### config.mk
export PLATFORM = sky130hd
export DESIGN_NAME = mme_cell
export DESIGN_NICKNAME = d
export VERILOG_FILES = /design/src/hdl/mme_pkg.sv /design/src/hdl/mme_cell.sv
export SDC_FILE = /design/constraint.sdc
export NUM_CORES = 2
export LEC_CHECK = 0
export BUFFER_PORTS_ARGS = -buffer_cell sky130_fd_sc_hd__buf_2
export CAP_MARGIN = 20
export CORE_UTILIZATION = 40
export DETAILED_ROUTE_END_ITERATION = 8
export GPL_ROUTABILITY_DRIVEN = 1
export GPL_TIMING_DRIVEN = 0
export PLACE_DENSITY = 0.66
export SLEW_MARGIN = 20
export SYNTH_ARGS = -nofsm -noshare
export SYNTH_HDL_FRONTEND = slang
export SYNTH_SLANG_ARGS = --single-unit
### constraint.sdc
create_clock -name aclk -period 11.62 [get_ports aclk]
set_input_delay 1.743 -clock aclk [delete_from_list [all_inputs] [get_ports aclk]]
set_output_delay 1.743 -clock aclk [all_outputs]
set_load 0.02 [all_outputs]
### src/hdl/mme_pkg.sv
`default_nettype none
package mme_pkg;

    localparam int MAX_DIM     = 8;
    localparam int DIM_W       = $clog2(MAX_DIM);
    localparam int DEPTH       = MAX_DIM * MAX_DIM;
    localparam int ADDR_W      = $clog2(DEPTH);
    localparam int CFG_W       = 4;
    localparam int DATA_W      = 32;
    localparam int PROD_W      = 2 * DATA_W;
    localparam int ACC_W       = PROD_W + DIM_W;
    localparam int FRAC_W      = 16;
    localparam int S_TDATA_W   = 40;
    localparam int M_TDATA_W   = 40;

    localparam logic [1:0] OP_LOAD_A  = 2'd0;
    localparam logic [1:0] OP_LOAD_B  = 2'd1;
    localparam logic [1:0] OP_COMPUTE = 2'd2;

    localparam logic [1:0] REG_ROWS   = 2'd0;
    localparam logic [1:0] REG_INNER  = 2'd1;
    localparam logic [1:0] REG_COLS   = 2'd2;

    typedef enum logic [2:0] {
        ST_IDLE,
        ST_FILL,
        ST_WAIT,
        ST_MUL,
        ST_ACC,
        ST_OUT
    } seq_state_t;

    typedef struct packed {
        logic shift;
        logic mul;
        logic acc_en;
        logic acc_first;
    } cell_ctrl_t;

    typedef struct packed {
        logic [ADDR_W-1:0] a_addr;
        logic [ADDR_W-1:0] b_addr;
        logic [DIM_W-1:0]  out_sel;
        logic [ADDR_W-1:0] out_index;
        logic              out_last;
        logic              out_load;
    } seq_out_t;

    // dimension register to (clamped dimension - 1)
    function automatic logic [DIM_W-1:0] dim_m1(input logic [CFG_W-1:0] d);
        logic [DIM_W-1:0] r;
        if (d == '0) begin
            r = '0;
        end else if (d > CFG_W'(MAX_DIM)) begin
            r = DIM_W'(MAX_DIM - 1);
        end else begin
            r = DIM_W'(d - 1'b1);
        end
        return r;
    endfunction

endpackage
`default_nettype wire

### src/hdl/mme_cell.sv
`default_nettype none
module mme_cell (
    input  wire                                 aclk,
    input  mme_pkg::cell_ctrl_t                 ctrl,
    input  wire signed [mme_pkg::DATA_W-1:0]    a_value,
    input  wire signed [mme_pkg::DATA_W-1:0]    b_in,
    output logic signed [mme_pkg::DATA_W-1:0]   b_out,
    output logic signed [mme_pkg::ACC_W-1:0]    acc
);

    logic signed [mme_pkg::DATA_W-1:0] b_reg;
    logic signed [mme_pkg::PROD_W-1:0] prod_reg;
    logic signed [mme_pkg::ACC_W-1:0]  acc_reg;

    always_ff @(posedge aclk) begin
        if (ctrl.shift) begin
            b_reg <= b_in;
        end
        if (ctrl.mul) begin
            prod_reg <= a_value * b_reg;
        end
        if (ctrl.acc_en) begin
            if (ctrl.acc_first) begin
                acc_reg <= mme_pkg::ACC_W'(prod_reg);
            end else begin
                acc_reg <= acc_reg + mme_pkg::ACC_W'(prod_reg);
            end
        end
    end

    assign b_out = b_reg;
    assign acc   = acc_reg;

endmodule
`default_nettype wire

==> flow_metrics.env <==
export IMPL_status="finished, final reports clean"
export IMPL_hold_buffers=0
export IMPL_yosysSeqAreaShare=0.108
export IMPL_die_w_um=339
export IMPL_path_clk_slew_ns=0.07
export IMPL_yosys_register_bits=163
export IMPL_antenna_found_initial=20
export IMPL_wire_per_inst_um=23.3
export IMPL_grt_pass1_wl_um=225000
export IMPL_synth_top_area_cell="fa_1"
export IMPL_largest_reg_flops=67
export IMPL_core_um2=113000
export IMPL_synth_cells=4732
export IMPL_max_slew_margin=0.232
export IMPL_postSynth_asyncResetShare=0
export IMPL_nNetsFinal=6320
export IMPL_rows=123
export IMPL_place_area_um2=48300
export IMPL_via_per_inst=5.34
export IMPL_syn_area_um2=45500
export IMPL_ios=168
export IMPL_clk_path_buf_depth=2
export IMPL_post_cts_buffers=0
export IMPL_cts_resized_gates=0
export IMPL_clock_latency_ns=0.55
export IMPL_finalWirelength_um=150000
export IMPL_stdcell_count=6445
export IMPL_ys_flop_type="edfxtp_1"
export IMPL_drive_gt1_frac=0.0456
export IMPL_cp_data_arrival_time_ns=10.45
export IMPL_period_share=0.877
export IMPL_worstHoldPathType="reg -> reg"
export IMPL_cp_common_cell="fa_1"
export IMPL_cp_top_family="adder cells"
export IMPL_gp_routability_congestion=1.03
export IMPL_track_usage=0.266
export IMPL_grt_max_degree=65
export IMPL_cp_buffers_inverters=5
export IMPL_dpl_cell_count=6399
export IMPL_max_stage_delay_ns=0.93
export IMPL_slowest_stage="fa_1"
export IMPL_hpwl_um=129000
export IMPL_drtPass1Iterations=5
export IMPL_dieArea_um2=115000
export IMPL_nFillCells=11000
export IMPL_final_area_um2=48900
export IMPL_grt_pass1_vias=36000
export IMPL_netlist_top_cells_area="fa_1, edfxtp_1, inv_1"
export IMPL_num_vias=34400
export IMPL_crit_type="in -> reg"
export IMPL_setup_viol=0
export IMPL_final_cell_mix="fa_1, inv_1, nand2_1, and2_1, ha_1"
export IMPL_cp_end_kind="flop"
export IMPL_rsz0062_at_grt="false"
export IMPL_drtIter0Drc=2902
export IMPL_layout_commonest_cell="fa_1"
export IMPL_cts_buffers=17
export IMPL_ant_nets=0
export IMPL_htree_levels=4
export IMPL_synth_cell_types=74
export IMPL_synth_edff_count=163
export IMPL_synth_fp_nets=6134
export IMPL_synth_top_cell_area_share=0.476
export IMPL_tns_ns=0
export IMPL_slew_viol_final=0
export IMPL_die_h_um=339
export IMPL_required_ns=11.88
export IMPL_cts_root_buffer="clkbuf_16"
export IMPL_fin_crit_ns=10.19
export IMPL_critPathLaunchType="input port"
export IMPL_tightest_slew_ns=1.15
export IMPL_cts_tree="built"
export IMPL_cp_max_fo=10
export IMPL_postSynthAreaPerCell_um2=9.62
export IMPL_max_freq_mhz=98.1
export IMPL_hold_violations=0
export IMPL_ys_warn_count=0
export IMPL_area_delta_synth_final_pct=7.50
export IMPL_drv_cap=0
export IMPL_crit_path_cell_trace="buf_2, clkbuf_1, nand2_1, fa_1, fa_1, fa_1, inv_1, fa_1, inv_1, fa_1, inv_1, fa_1, fa_1, fa_1, ha_1, and3_1, and4_1, a221oi_1, nor2b_1, a41oi_2, a31oi_2, a41oi_1, xnor2_1"
export IMPL_skew_ns=0.0306
export IMPL_overflow=0
export IMPL_cts_sinks=163
export IMPL_drc=0
export IMPL_initial_core_util=0.404
export IMPL_portBuffers=166
-- per-stage QoR --
| step | hold WS [ns] | utilization | worst slack [ns] |
|---|---|---|---|
| CTS | 0.571 | 0.434 | 1.52 |
| global placement | 0.549 | 0.428 | 0.903 |
| detailed placement | 0.554 | 0.429 | 0.956 |
| finish | 0.566 | 0.434 | 1.43 |
| floorplan | 0.528 | - | 2.53 |
| global route | 0.607 | 0.434 | 0.973 |
-- Yosys cell counts, drive strengths merged (9+ instances only) --
library cell / number
a211oi: 11
a21o: 80
a21oi: 130
a31oi: 25
and2: 524
and3: 23
clkbuf: 244
edfxtp: 163
fa: 1083
ha: 250
inv: 1000
nand2: 603
nand2b: 16
nand3: 23
nand4: 29
nor2: 79
nor2b: 13
nor3: 21
o211ai: 12
o21a: 16
o21ai: 129
o21bai: 21
o31ai: 9
xnor2: 84
xor2: 45
-- tightest hold or removal path, delay by kind of cell (launching register included) --
family             cells  cell delay, ns
DFF                    1            0.35
AOI/OAI and AO/OA      1            0.06
and+or+nand+nor        1            0.05
-- layout make-up --
type                            count  area (um2)  share of cell area
Multi-Input combinational cell   3317       35900               0.734
Buffer                            251         956              0.0195
Antenna cell                       14        35.0            0.000716
Tap cell                         1500        1880              0.0383
Clock inverter                     15         211             0.00432
Sequential cell                   163        4890               0.100
Timing Repair Buffer              167         863              0.0176
Inverter                         1001        3760              0.0768
Clock buffer                       17         425             0.00869
-- path summary, 6_finish.rpt --
check | start | endpoint | slack [ns] | cells past startpoint
min reg2reg | prod_reg[44] | acc[44] | 0.57 | 2
max reg2reg | b_out[31] | prod_reg[61] | 1.72 | 22
max | a_value[31] | prod_reg[61] | 1.43 | 23
min | prod_reg[44] | acc[44] | 0.57 | 2
-- metal layers --
metal / track usage / vias up / routed length [um]
met2: 0.432 / 1596 / 71200
met3: 0.0431 / 361 / 12400
li1: - / 14700 / -
met1: 0.340 / 17800 / 56800
met5: 0 / - / 28
met4: 0.146 / 4 / 9420
-- cells by family (layout without fill, tap and decap cells) --
kind of cell | after synthesis | count (layout) | share of synthesized area
flops | 163 | 163 | 0.108
buf+inv | 1252 | 1451 | 0.104
compound gates | 489 | 489 | 0.0683
other cells | 0 | 14 | 0
mux | 9 | 9 | 0.00217
fa+ha+maj | 1333 | 1333 | 0.545
simple gates | 1357 | 1357 | 0.149
xor+xnor | 129 | 129 | 0.0248
Power is not shown: default switching activity piles up to over one toggle a cycle in this logic, so the estimate is an artifact.
