## src/hdl/mme_pkg.sv

```systemverilog
`default_nettype none
package mme_pkg;

    localparam int MAX_DIM     = 8;
    localparam int DIM_W       = $clog2(MAX_DIM);
    localparam int DEPTH       = MAX_DIM * MAX_DIM;
    localparam int ADDR_W      = $clog2(DEPTH);
    localparam int CFG_W       = 4;
    localparam int DATA_W      = 32;
    localparam int PROD_W      = 2 * DATA_W;
    localparam int ACC_W       = PROD_W + DIM_W;
    localparam int FRAC_W      = 16;
    localparam int S_TDATA_W   = 40;
    localparam int M_TDATA_W   = 40;

    localparam logic [1:0] OP_LOAD_A  = 2'd0;
    localparam logic [1:0] OP_LOAD_B  = 2'd1;
    localparam logic [1:0] OP_COMPUTE = 2'd2;

    localparam logic [1:0] REG_ROWS   = 2'd0;
    localparam logic [1:0] REG_INNER  = 2'd1;
    localparam logic [1:0] REG_COLS   = 2'd2;

    typedef enum logic [2:0] {
        ST_IDLE,
        ST_FILL,
        ST_WAIT,
        ST_MUL,
        ST_ACC,
        ST_OUT
    } seq_state_t;

    typedef struct packed {
        logic shift;
        logic mul;
        logic acc_en;
        logic acc_first;
    } cell_ctrl_t;

    typedef struct packed {
        logic [ADDR_W-1:0] a_addr;
        logic [ADDR_W-1:0] b_addr;
        logic [DIM_W-1:0]  out_sel;
        logic [ADDR_W-1:0] out_index;
        logic              out_last;
        logic              out_load;
    } seq_out_t;

    // dimension register to (clamped dimension - 1)
    function automatic logic [DIM_W-1:0] dim_m1(input logic [CFG_W-1:0] d);
        logic [DIM_W-1:0] r;
        if (d == '0) begin
            r = '0;
        end else if (d > CFG_W'(MAX_DIM)) begin
            r = DIM_W'(MAX_DIM - 1);
        end else begin
            r = DIM_W'(d - 1'b1);
        end
        return r;
    endfunction

endpackage
`default_nettype wire

```

## src/hdl/mme_seq.sv

```systemverilog
`default_nettype none
module mme_seq (
    input  wire                          aclk,
    input  wire                          aresetn,
    input  wire                          start,
    input  wire                          out_free,
    input  wire [mme_pkg::DIM_W-1:0]     rows_m1,
    input  wire [mme_pkg::DIM_W-1:0]     inner_m1,
    input  wire [mme_pkg::DIM_W-1:0]     cols_m1,
    output logic                         idle,
    output mme_pkg::cell_ctrl_t          cell_ctrl,
    output mme_pkg::seq_out_t            seq_out
);

    localparam int MW = 2 * mme_pkg::DIM_W + 1;

    mme_pkg::seq_state_t state_reg, state_next;
    logic [mme_pkg::DIM_W-1:0] i_reg, i_next;
    logic [mme_pkg::DIM_W-1:0] k_reg, k_next;
    logic [mme_pkg::DIM_W-1:0] j_reg, j_next;
    logic                      shift_reg, shift_next;
    logic [mme_pkg::DIM_W:0]   inner_n, cols_n;

    always_ff @(posedge aclk) begin
        if (!aresetn) begin
            state_reg <= mme_pkg::ST_IDLE;
            i_reg     <= '0;
            k_reg     <= '0;
            j_reg     <= '0;
            shift_reg <= 1'b0;
        end else begin
            state_reg <= state_next;
            i_reg     <= i_next;
            k_reg     <= k_next;
            j_reg     <= j_next;
            shift_reg <= shift_next;
        end
    end

    assign inner_n = {1'b0, inner_m1} + 1'b1;
    assign cols_n  = {1'b0, cols_m1} + 1'b1;

    always_comb begin
        state_next          = state_reg;
        i_next              = i_reg;
        k_next              = k_reg;
        j_next              = j_reg;
        shift_next          = (state_reg == mme_pkg::ST_FILL);
        idle                = 1'b0;
        cell_ctrl.shift     = shift_reg;
        cell_ctrl.mul       = 1'b0;
        cell_ctrl.acc_en    = 1'b0;
        cell_ctrl.acc_first = (k_reg == '0);
        seq_out.out_load    = 1'b0;
        case (state_reg)
            mme_pkg::ST_IDLE: begin
                idle = 1'b1;
                if (start) begin
                    i_next     = '0;
                    k_next     = '0;
                    j_next     = cols_m1;
                    state_next = mme_pkg::ST_FILL;
                end
            end
            mme_pkg::ST_FILL: begin
                if (j_reg == '0) begin
                    state_next = mme_pkg::ST_WAIT;
                end else begin
                    j_next = j_reg - 1'b1;
                end
            end
            mme_pkg::ST_WAIT: begin
                state_next = mme_pkg::ST_MUL;
            end
            mme_pkg::ST_MUL: begin
                cell_ctrl.mul = 1'b1;
                state_next    = mme_pkg::ST_ACC;
            end
            mme_pkg::ST_ACC: begin
                cell_ctrl.acc_en = 1'b1;
                if (k_reg == inner_m1) begin
                    j_next     = '0;
                    state_next = mme_pkg::ST_OUT;
                end else begin
                    k_next     = k_reg + 1'b1;
                    j_next     = cols_m1;
                    state_next = mme_pkg::ST_FILL;
                end
            end
            mme_pkg::ST_OUT: begin
                if (out_free) begin
                    seq_out.out_load = 1'b1;
                    if (j_reg == cols_m1) begin
                        if (i_reg == rows_m1) begin
                            state_next = mme_pkg::ST_IDLE;
                        end else begin
                            i_next     = i_reg + 1'b1;
                            k_next     = '0;
                            j_next     = cols_m1;
                            state_next = mme_pkg::ST_FILL;
                        end
                    end else begin
                        j_next = j_reg + 1'b1;
                    end
                end
            end
            default: begin
                state_next = mme_pkg::ST_IDLE;
            end
        endcase
    end

    assign seq_out.a_addr    = mme_pkg::ADDR_W'(MW'(i_reg) * MW'(inner_n) + MW'(k_reg));
    assign seq_out.b_addr    = mme_pkg::ADDR_W'(MW'(k_reg) * MW'(cols_n) + MW'(j_reg));
    assign seq_out.out_index = mme_pkg::ADDR_W'(MW'(i_reg) * MW'(cols_n) + MW'(j_reg));
    assign seq_out.out_sel   = j_reg;
    assign seq_out.out_last  = (i_reg == rows_m1) && (j_reg == cols_m1);

endmodule
`default_nettype wire

```

## config.mk

```make
export PLATFORM = sky130hd
export DESIGN_NAME = mme_seq
export DESIGN_NICKNAME = d
export VERILOG_FILES = /design/src/hdl/mme_pkg.sv /design/src/hdl/mme_seq.sv
export SDC_FILE = /design/constraint.sdc
export NUM_CORES = 1
export LEC_CHECK = 0
export BUFFER_PORTS_ARGS = -buffer_cell sky130_fd_sc_hd__buf_2
export CAP_MARGIN = 40
export CORE_MARGIN = 3
export CORE_UTILIZATION = 30
export CTS_CLUSTER_SIZE = 10
export DETAILED_ROUTE_END_ITERATION = 6
export GPL_TIMING_DRIVEN = 0
export PLACE_DENSITY_LB_ADDON = 0.12
export SYNTH_ARGS = -nofsm -noshare
export SYNTH_HDL_FRONTEND = slang
export SYNTH_SLANG_ARGS = --single-unit
```

## constraint.sdc

```tcl
create_clock -name aclk -period 7.59 [get_ports aclk]
set_input_delay 1.1385 -clock aclk [delete_from_list [all_inputs] [get_ports aclk]]
set_output_delay 1.1385 -clock aclk [all_outputs]
set_load 0.01 [all_outputs]
```

==> flow_summary.json <==
{
  "outcome": "completed",
  "stdcell_area_um2": 2550,
  "vias_per_cell": 4.66,
  "place_ws_ns": 2.33,
  "critPathLaunchType": "primary input",
  "syn_avg_cell_area_um2": 8.44,
  "synthArstFlopShare_pct": 0,
  "cts_resized": 0,
  "syn_area_um2": 2190,
  "synth-seq-cells": 13,
  "finalNonFillerCells": 399,
  "post-route-min-period_ns": 5.23,
  "finalHoldViolCount": 0,
  "clock_latency_ns": 0.25,
  "placed_area_um2": 2510,
  "track_usage_pct": 13.0,
  "ys_types": 42,
  "reg2reg_slack_ns": 5.57,
  "cp.required_ns": 6.45,
  "timing.rr.end": "k_reg[0]$_SDFFE_PN0P_",
  "antenna_found_initial": 0,
  "setup_violations": 0,
  "clockBufferDepth": 2,
  "overflow": 0,
  "cts-hold-fix-buffers": 0,
  "ff2ff_path_depth": 5,
  "grtUsageMet2_pct": 22.2,
  "worst_r2r_startpoint": "j_reg[0]$_SDFFE_PN0P_",
  "drtPass1Iterations": 4,
  "drive_gt1_share_pct": 18.8,
  "vdd.ir_drop.worst_uv": 90.6,
  "syn_nets": 322,
  "io_buffers": 40,
  "path_clk_slew_ns": 0.06,
  "rsz0062_at_grt": "false",
  "ioPinCount": 41,
  "maxSlewHeadroom_pct": 62.1,
  "cts_setup_buffers": 0,
  "post-route-util_pct": 36.8,
  "final_common_cell": "buf_2",
  "gr-usage-met3_pct": 0.994,
  "clock_sinks": 13,
  "wl_mm": 5.05,
  "synth_edf_count": 0,
  "dpl.cell_count": 395,
  "worst_pin_slew_ns": 0.564,
  "p_leak_nw": 1.41,
  "endpoint_kind": "output pin",
  "drcViolationCount": 0,
  "max_freq_mhz": 191,
  "drv_slew": 0,
  "cts_tree": "done",
  "htreeDepth": 1,
  "vias": 1858,
  "hold_class": "register to register",
  "grt_max_degree": 11,
  "yosys_warnings": 0,
  "nNetsFinal": 367,
  "n_antenna_cell": 0,
  "holdPathStages": 2,
  "fin_ws_ns": 2.36,
  "detail_route.wl_per_cell_um": 12.7,
  "yosysSeqAreaShare_pct": 11.9,
  "worst-setup-path-type": "primary input to output pin",
  "power.density_nw_per_um2": 123,
  "postSynthCellCount": 259,
  "clockRootBuffer": "clkbuf_8",
  "tns_ns": 0,
  "syn_to_final_growth_pct": 16.7,
  "maxCapViolations": 0,
  "use_met1_pct": 17.9,
  "dieArea_um2": 8350,
  "grt_pass1_wl_mm": 9.18,
  "start_util_pct": 31.5,
  "whs_ns": 0.635,
  "layout_common_cells": "buf_2 (43), ha_1 (38), nand2_1 (22)",
  "rows": 30,
  "total_power_mw": 0.313,
  "dp_hpwl_mm": 4.14,
  "cts_buffers": 3,
  "critical_path.max_fanout": 6,
  "ys.flop_type": "dfxtp_1",
  "grt_busiest_layer": "met2",
  "hold_start": "k_reg[0]$_SDFFE_PN0P_",
  "place_congestion": 0.703,
  "fp.coreArea_um2": 6940,
  "die_w_um": 91.4,
  "crit_arrival_ns": 4.09,
  "finClkSkew_ns": 0.00453,
  "first_iter_violations": 49,
  "timing.final.crit_share_pct": 68.9,
  "antenna_left": 0,
  "first_global_vias": 1941,
  "holdPathEnd": "k_reg[0]$_SDFFE_PN0P_",
  "cp-startpoint": "cols_m1[1]",
  "die_y_um": 91.4
}
layer usage:
metal | routed length [um] | part of all wire, % | up-vias
met5 | 0 | 0 | -
met4 | 51 | 1.0 | 0
met3 | 123 | 2.4 | 5
met2 | 2370 | 47 | 26
met1 | 2510 | 50 | 850
li1 | - | - | 977
final cells by class:
type,count,area (um2)
plain buffers,9,48.8
inverters,19,71.3
fillers,744,4390
well taps,96,120
multi-input cells,218,1810
clock buffers,4,45.0
repair buffers,40,200
flip-flops and latches,13,260
logic make-up after synthesis:
family	share of synthesized area [%]
AO/OA/AOI/OAI	15.6
AND/OR/NAND/NOR	23.5
XOR/XNOR	10.8
flip-flops	11.9
buffers and inverters	5.49
adder cells (fa/ha/maj)	32.7
worst max-delay path by stage:
stage	endpoint	slack, ns	depth (start not counted)
after floorplan	seq_out[16]	2.77	12
after global placement	seq_out[7]	2.33	12
after detailed placement	seq_out[7]	2.33	12
after CTS	seq_out[7]	2.33	12
after global routing	seq_out[7]	2.09	12
final	seq_out[7]	2.36	12
critical path, stage by stage:
cell	delay [ns]
buf_2	0.13
ha_1	0.19
xor2_1	0.35
nand2_1	0.13
fa_1	0.50
inv_1	0.05
fa_1	0.51
fa_1	0.47
a21o_1	0.20
a21oi_1	0.17
xnor2_1	0.12
buf_2	0.14
power by group:
group,internal (mW),total (mW),switching [mW]
combinational,0.0639,0.156,0.0920
sequential,0.0760,0.0922,0.0162
clock,0.0372,0.0652,0.0281
total,0.177,0.313,0.136
cells in the mapped netlist, types with 4 or more instances:
master,instances,area (um2)
fa_1,12,240
clkbuf_1,4,15.0
nor3_1,5,25.0
o21ai_0,9,45.0
a21oi_1,15,75.1
nand2b_1,6,37.5
xnor2_1,13,114
xor2_1,12,105
dfxtp_1,13,260
a211oi_1,6,45.0
and2_1,19,119
a21o_1,6,45.0
nor2b_1,9,56.3
inv_1,19,71.3
ha_1,38,475
nor2_1,13,48.8
nand2_1,22,82.6
Note: power is estimated with default switching activity, not from simulation.
